--- src/rtl/rac_pkg.sv ---
// ----------------------------------------------------------------------------
// Recent address cache package
// Shared types and operation codes for the recent address cache.
// ----------------------------------------------------------------------------
package rac_pkg;

  localparam int unsigned AddrW = 48;

  typedef enum logic [1:0] {
    FUNC_CLEAR  = 2'd0,
    FUNC_INSERT = 2'd1,
    FUNC_LOOKUP = 2'd2
  } rac_func_e;

  // Contents of one slot of the chain.
  typedef struct packed {
    logic             filled;
    logic [AddrW-1:0] addr;
  } rac_slot_t;

  // Control broadcast to every cell of the chain.
  typedef struct packed {
    logic shift;
    logic clear;
  } rac_ctrl_t;

endpackage

--- src/rtl/rac_if.sv ---
// ----------------------------------------------------------------------------
// Recent address cache channels
// Request channel (operation and address) and response channel (hit).
// ----------------------------------------------------------------------------
interface rac_req_if;
  logic                      valid;
  logic                      ready;
  logic [1:0]                func;
  logic [rac_pkg::AddrW-1:0] mac_address;

  modport source (output valid, output func, output mac_address, input ready);
  modport sink   (input valid, input func, input mac_address, output ready);
endinterface

interface rac_rsp_if;
  logic valid;
  logic ready;
  logic hit;

  modport source (output valid, output hit, input ready);
  modport sink   (input valid, input hit, output ready);
endinterface

--- src/rtl/rac_cell.sv ---
// ----------------------------------------------------------------------------
// Recent address cache cell
// One slot of the address chain: loads its neighbor's contents on a shift
// and drops its filled flag on a clear.
// ----------------------------------------------------------------------------
module rac_cell (
  input  logic               clk_i,
  input  logic               rst_ni,
  input  rac_pkg::rac_ctrl_t ctrl_i,
  input  rac_pkg::rac_slot_t slot_i,
  output rac_pkg::rac_slot_t slot_o
);

  logic                          filled_q;
  logic [rac_pkg::AddrW-1:0]     addr_q;

  always_ff @(posedge clk_i or negedge rst_ni) begin
    if (!rst_ni) begin
      filled_q <= 1'b0;
    end else if (ctrl_i.clear) begin
      filled_q <= 1'b0;
    end else if (ctrl_i.shift) begin
      filled_q <= slot_i.filled;
    end
  end

  always_ff @(posedge clk_i) begin
    if (ctrl_i.shift && !ctrl_i.clear) begin
      addr_q <= slot_i.addr;
    end
  end

  assign slot_o.filled = filled_q;
  assign slot_o.addr   = addr_q;

endmodule

--- src/rtl/recent_address_cache.sv ---
// ----------------------------------------------------------------------------
// Recent address cache
// Holds the last DEPTH 48-bit addresses with first-in-first-out replacement.
// ----------------------------------------------------------------------------
// The addresses sit in a chain of DEPTH cells. An insert shifts the new
// address into the head cell and the oldest entry falls off the tail; a
// clear empties every cell. Both answer with hit = 0 on the cycle after the
// request is taken. A lookup rotates the whole chain one cell per cycle and
// compares the tail cell against the key, so its response comes only after
// a full rotation through the single comparator at the tail. The cache
// takes one request at a time, and a new request is taken as soon as the
// previous one is finished and its response slot is free or being read.
module recent_address_cache #(
  parameter int unsigned DEPTH = 64
) (
  input  logic             clk_i,
  input  logic             rst_ni,
  rac_req_if.sink          req_i,
  rac_rsp_if.source        rsp_o
);

  localparam int unsigned CntW = (DEPTH > 1) ? $clog2(DEPTH) : 1;

  typedef enum logic {
    ST_IDLE,
    ST_SEARCH
  } state_e;

  state_e                    state_q;
  logic [CntW-1:0]           cnt_q;
  logic [rac_pkg::AddrW-1:0] key_q;
  logic                      hit_acc_q;
  logic                      rsp_valid_q;
  logic                      rsp_hit_q;

  rac_pkg::rac_ctrl_t        ctrl;
  rac_pkg::rac_slot_t        slot_in  [DEPTH];
  rac_pkg::rac_slot_t        slot_out [DEPTH];

  logic                      req_accept;
  logic                      rsp_free;
  logic                      tail_match;

  assign rsp_free    = !rsp_valid_q || rsp_o.ready;
  assign req_i.ready = (state_q == ST_IDLE) && rsp_free;
  assign req_accept  = req_i.valid && req_i.ready;

  assign rsp_o.valid = rsp_valid_q;
  assign rsp_o.hit   = rsp_hit_q;

  always_comb begin
    ctrl.clear = req_accept && (req_i.func == rac_pkg::FUNC_CLEAR);
    ctrl.shift = (req_accept && (req_i.func == rac_pkg::FUNC_INSERT)) ||
                 (state_q == ST_SEARCH);
  end

  // The head takes the new address on an insert and the tail's contents while
  // the chain rotates during a lookup.
  always_comb begin
    if (state_q == ST_SEARCH) begin
      slot_in[0] = slot_out[DEPTH-1];
    end else begin
      slot_in[0].filled = 1'b1;
      slot_in[0].addr   = req_i.mac_address;
    end
    for (int i = 1; i < DEPTH; i++) begin
      slot_in[i] = slot_out[i-1];
    end
  end

  for (genvar g = 0; g < DEPTH; g++) begin : g_cell
    rac_cell u_cell (
      .clk_i  (clk_i),
      .rst_ni (rst_ni),
      .ctrl_i (ctrl),
      .slot_i (slot_in[g]),
      .slot_o (slot_out[g])
    );
  end

  assign tail_match = slot_out[DEPTH-1].filled && (slot_out[DEPTH-1].addr == key_q);

  always_ff @(posedge clk_i or negedge rst_ni) begin
    if (!rst_ni) begin
      state_q     <= ST_IDLE;
      cnt_q       <= '0;
      key_q       <= '0;
      hit_acc_q   <= 1'b0;
      rsp_valid_q <= 1'b0;
      rsp_hit_q   <= 1'b0;
    end else begin
      if (rsp_valid_q && rsp_o.ready) begin
        rsp_valid_q <= 1'b0;
      end
      case (state_q)
        ST_IDLE: begin
          if (req_accept) begin
            if (req_i.func == rac_pkg::FUNC_LOOKUP) begin
              key_q     <= req_i.mac_address;
              cnt_q     <= CntW'(DEPTH - 1);
              hit_acc_q <= 1'b0;
              state_q   <= ST_SEARCH;
            end else begin
              rsp_valid_q <= 1'b1;
              rsp_hit_q   <= 1'b0;
            end
          end
        end
        ST_SEARCH: begin
          hit_acc_q <= hit_acc_q || tail_match;
          if (cnt_q == '0) begin
            rsp_valid_q <= 1'b1;
            rsp_hit_q   <= hit_acc_q || tail_match;
            state_q     <= ST_IDLE;
          end else begin
            cnt_q <= cnt_q - 1'b1;
          end
        end
        default: begin
          state_q <= ST_IDLE;
        end
      endcase
    end
  end

  // No request is taken while the chain is rotating.
  assert property (@(posedge clk_i) disable iff (!rst_ni)
    (state_q == ST_SEARCH) |-> !req_i.ready)
    else $error("request taken during a lookup");

  // Clear and insert answer on the next cycle with no hit.
  assert property (@(posedge clk_i) disable iff (!rst_ni)
    (req_accept && (req_i.func != rac_pkg::FUNC_LOOKUP)) |=> (rsp_valid_q && !rsp_hit_q))
    else $error("clear or insert did not answer with a miss");

  // A lookup starts a full rotation.
  assert property (@(posedge clk_i) disable iff (!rst_ni)
    (req_accept && (req_i.func == rac_pkg::FUNC_LOOKUP)) |=>
      ((state_q == ST_SEARCH) && (cnt_q == CntW'(DEPTH - 1)) && !rsp_valid_q))
    else $error("lookup did not start a full rotation");

  // A clear leaves the head and tail cells empty.
  assert property (@(posedge clk_i) disable iff (!rst_ni)
    ctrl.clear |=> (!slot_out[0].filled && !slot_out[DEPTH-1].filled))
    else $error("cells still filled after a clear");

endmodule

--- src/flat_wrapper.sv ---
// flat-port wrapper written by rule: the top's interface ports become plain ports
module recent_address_cache_flat 
#(
  parameter int unsigned DEPTH = 64
)
  (clk_i, rst_ni, req_i_valid, req_i_func, req_i_mac_address, req_i_ready, rsp_o_valid, rsp_o_hit, rsp_o_ready);
  rac_req_if req_i_i ();
  rac_rsp_if rsp_o_i ();
  input  logic clk_i;
  input  logic rst_ni;
  input wire logic [$bits(req_i_i.valid)-1:0] req_i_valid;
  input wire logic [$bits(req_i_i.func)-1:0] req_i_func;
  input wire logic [$bits(req_i_i.mac_address)-1:0] req_i_mac_address;
  output wire logic [$bits(req_i_i.ready)-1:0] req_i_ready;
  output wire logic [$bits(rsp_o_i.valid)-1:0] rsp_o_valid;
  output wire logic [$bits(rsp_o_i.hit)-1:0] rsp_o_hit;
  input wire logic [$bits(rsp_o_i.ready)-1:0] rsp_o_ready;
  assign req_i_i.valid = req_i_valid;
  assign req_i_i.func = req_i_func;
  assign req_i_i.mac_address = req_i_mac_address;
  assign req_i_ready = req_i_i.ready;
  assign rsp_o_valid = rsp_o_i.valid;
  assign rsp_o_hit = rsp_o_i.hit;
  assign rsp_o_i.ready = rsp_o_ready;
  recent_address_cache #(.DEPTH(DEPTH)) u_core (.clk_i(clk_i), .rst_ni(rst_ni), .req_i(req_i_i), .rsp_o(rsp_o_i));
endmodule
--- config.mk ---
export PLATFORM = sky130hd
export DESIGN_NAME = recent_address_cache_flat
export DESIGN_NICKNAME = d
export VERILOG_FILES = /design/src/rtl/rac_pkg.sv /design/src/rtl/rac_if.sv /design/src/rtl/rac_cell.sv /design/src/rtl/recent_address_cache.sv /design/src/flat_wrapper.sv
export SDC_FILE = /design/constraint.sdc
export NUM_CORES = 2
export LEC_CHECK = 0
export BUFFER_PORTS_ARGS = -buffer_cell sky130_fd_sc_hd__buf_2
export CORE_MARGIN = 3
export CORE_UTILIZATION = 46
export DETAILED_ROUTE_END_ITERATION = 10
export PLACE_DENSITY_LB_ADDON = 0.08
export SLEW_MARGIN = 40
export SYNTH_ARGS = -nofsm -noshare
export SYNTH_HDL_FRONTEND = slang
export SYNTH_SLANG_ARGS = --single-unit
--- constraint.sdc ---
create_clock -name clk_i -period 42.2 [get_ports clk_i]
set_input_delay 6.33 -clock clk_i [delete_from_list [all_inputs] [get_ports clk_i]]
set_output_delay 6.33 -clock clk_i [all_outputs]
set_load 0.03 [all_outputs]
==> results by group <==
Place
  – HPWL Detailed: 58520 µm
  – IO buf count: 56
  – Dpl cell area: 0.1023 mm²
  – GPL Wtd Cong: 0.7087

Floorplan
  – Initial Utilization: 46.52%
  – I/O pin count: 57
  – DIE AREA: 0.2186 mm²
  – Die W: 467.5 µm
  – Core outline area: 0.2106 mm²
  – Die Y: 467.5 µm
  – Cell Rows: 168

CTS
  – Cts repair resizes: 0
  – Setup Buffers After CTS: 0
  – Worst-Skew Late Latency: 0.90 ns
  – Hold_buf cts: 0
  – Root buffer cell: clkbuf_16
  – Sink Count: 3194
  – CTS tree: yes
  – H-tree depth: 5
  – Num CTS Buffers: 330
  – CTS clk-pin slew, worst paths: 0.06 ns
  – CTS Buffer Depth: 4

Critical path
  – Cell chain of the critical path: buf_2 > nand2b_1 > and2_1 > buf_2
  – WP data required: 35.87 ns
  – Worst R2R Path Depth: 15
  – Worst Path Arrival: 6.94 ns
  – Buf/Inv on CP: 2
  – Critical Path Source Type: input pin
  – R2R Path End: u_core.g_cell[21].u_cell.addr_q[13]$_DFFE_PP_
  – CP Launch Point: rsp_o_ready
  – Crit Path Category: input pin to output pin
  – Top delay family on crit path: simple AND/OR/NAND/NOR gates
  – Crit Path Max Fanout: 4
  – Critical-path top delay cell: nand2b_1
  – Worst setup EP type: output pin
  – CP max stage delay: 0.18 ns
  – R2R Path Start: u_core.state_q$_DFF_PN0_
  – R2R setup slack: 35.57 ns
  – Most frequent CP cell: buf_2

Power and ir drop
  – Clock power share: 30.6%
  – Sw Pwr: 1.882 mW
  – Pleak: 37.25 nW
  – VDD IR max: 0.04454 mV
  – Sequential share of power: 63.5%
  – Combinational fraction of design power: 5.9%
  – Net Sw Frac: 21.47%
  – P_int: 6.885 mW
  – Total power divided by cell area: 78.06 mW/mm²

Run status
  – Outcome: complete, no violations

STA
  – Minimum clock period: 13.27 ns
  – Worst-margin pin slew: 0.8334 ns
  – Endpoints failing setup: 0
  – Relative slew slack: 44.44%
  – Fin Setup TNS: 0 ns
  – Final Hold Fails: 0
  – Max Fclk: 75.36 MHz
  – Final Cycle Share: 31.44%
  – Worst Skew: 0.03799 ns
  – RSZ-0062 raised after global routing: false
  – Final Slew Violations: 0

Synthesis
  – #FFs+latches synth: 3194
  – Syn Std Cell Area: 0.09798 mm²
  – Mapped Nets: 3644
  – Post-synthesis sequential area ratio: 97.26%
  – Post-synthesis average cell area: 27.31 µm²
  – Unique masters post-synth: 44
  – Cell count after synthesis: 3588
  – Fraction of registers with async set/reset: 3.820%
  – Number of synthesized flops with an enable pin: 3072
  – Synth warnings: 0
  – Synth Flop Type: edfxtp_1

Run
  – Number of max-cap violations: 0

Worst hold path
  – Hold path depth: 0
  – Hold Crit Start: u_core.g_cell[53].u_cell.addr_q[18]$_DFFE_PP_
  – Worst Hold Class: flip-flop to flip-flop
  – Hold endpoint: u_core.g_cell[54].u_cell.addr_q[18]$_DFFE_PP_

GRT
  – First-pass GRT wire length: 196000 µm
  – GRT Resource Usage Total: 11.59%
  – Pin count of the biggest net entering global routing: 172
  – Initial antenna violation count: 26
  – Congestion Overflow GR: 0
  – Vias in the first global route: 32430

Drt
  – Vias: 33510
  – DR vias/cell: 4.764
  – Routed WL per cell: 18.16 µm
  – DRT Pass-1 Iters: 5
  – Routed Antenna Nets: 0
  – Iteration-0 DRC Markers: 3342
  – DRC viols: 0
  – DRT Wirelength: 127700 µm

Final layout
  – Design area: 0.1123 mm²
  – Synthesis-to-finish area growth: 14.63%
  – Filler Cells Inserted: 15900
  – Share of cells above drive strength 1: 13.68%
  – Commonest non-fill, non-tap cell in the layout: edfxtp_1
  – Most frequent cells in the layout: edfxtp_1, clkbuf_16, nand2_1
  – Final #Nets: 4047
## power groups by stage
stage	clock network [mW]	logic [mW]	registers, mW
6_report	2.68	0.518	5.57
4_1_cts	2.79	0.534	5.59
3_5_place_dp	0	0.536	5.61
5_1_grt	2.92	0.583	5.70
2_1_floorplan	0	0.350	6.18
3_3_place_gp	0	0.501	5.61
## flip-flops by register name, indices dropped and copies added (netlist names)
name,flops
u_core.rsp_o.valid,1
u_core.key_q,48
u_core.state_q,1
u_core.g_cell.u_cell.addr_q,3072
u_core.cnt_q,6
u_core.g_cell.u_cell.filled_q,64
u_core.hit_acc_q,1
u_core.rsp_o.hit,1
## through the flow
stage	utilization (%)	setup slack [ns]	hold slack (ns)	total power, mW	instances
after floorplan	-	13.73	0.4003	6.525	3588
after global placement	48.42	28.91	0.4005	6.114	6452
after detailed placement	48.55	28.92	0.4045	6.146	6460
after CTS	53.26	28.93	0.3910	8.922	7027
after global routing	53.33	28.90	0.3893	9.198	7034
final	53.33	28.93	0.3838	8.767	7034
## cells in the mapped netlist, types with 2 or more instances
library cell / number / area [µm²]
edfxtp_1: 3072 / 92250
a22o_1: 64 / 560.5
nand3_1: 2 / 10.01
xnor2_1: 19 / 166.4
a21oi_1: 2 / 10.01
ha_1: 2 / 25.02
clkbuf_1: 10 / 37.54
mux2_2: 48 / 540.5
nor4_1: 5 / 31.28
nand2_1: 148 / 555.5
nor4_2: 3 / 37.54
buf_2: 12 / 60.06
nand4_1: 8 / 50.05
xor2_1: 32 / 280.3
nor3_1: 2 / 10.01
nor2_1: 2 / 7.510
buf_6: 5 / 56.30
inv_1: 2 / 7.510
dfrtp_1: 122 / 3053
nand2b_1: 4 / 25.02
## cell type report
class | count | area, µm² | area share [%]
repair buffers | 101 | 1033 | 0.9202
inverters | 4 | 18.77 | 0.01671
flip-flops and latches | 3194 | 95310 | 84.86
clock buffers | 443 | 8899 | 7.923
well taps | 2805 | 3510 | 3.125
diodes | 3 | 7.507 | 0.006684
multi-input cells | 360 | 2512 | 2.237
clock inverters | 124 | 1030 | 0.9168
## metal layers
metal  track usage [%]  vias up  part of all wire [%]  wire length (µm)
met2             14.76      534                    40             51620
li1                  -    15220                     -                 -
met4             5.344        0                   3.9              5008
met3             2.609      395                   3.9              4973
met5                 0        -                     0                 0
met1             18.83    17360                    52             66120
## worst reg2reg max path: cells and delay by family (launching register included)
kind | cells | cell delay (ns)
compound gates | 1 | 0.34
buf+inv | 12 | 4.97
simple gates | 2 | 0.33
flops | 1 | 0.56
## how the worst max path moves through the flow
| stage | end | depth (start not counted) | slack, ns |
|---|---|---|---|
| 6_report | req_i_ready | 4 | 28.93 |
| 5_1_grt | req_i_ready | 4 | 28.90 |
| 4_1_cts | req_i_ready | 4 | 28.93 |
| 3_5_place_dp | req_i_ready | 4 | 28.92 |
| 3_3_place_gp | req_i_ready | 4 | 28.91 |
| 2_1_floorplan | u_core.g_cell[27].u_cell.filled_q$_DFFE_PN0P_ | 6 | 13.73 |
## cells by family (layout without fill, tap and decap cells)
logic type,count (synthesis),count (layout),synth area share (%)
compound gates,75,75,0.6666
simple gates,183,183,0.8211
flops,3194,3194,97.26
other cells,0,3,0
mux,49,49,0.5631
xor+xnor,51,51,0.4559
fa+ha+maj,2,2,0.02554
buf+inv,34,672,0.2030
(Power assumes the default switching activity.)
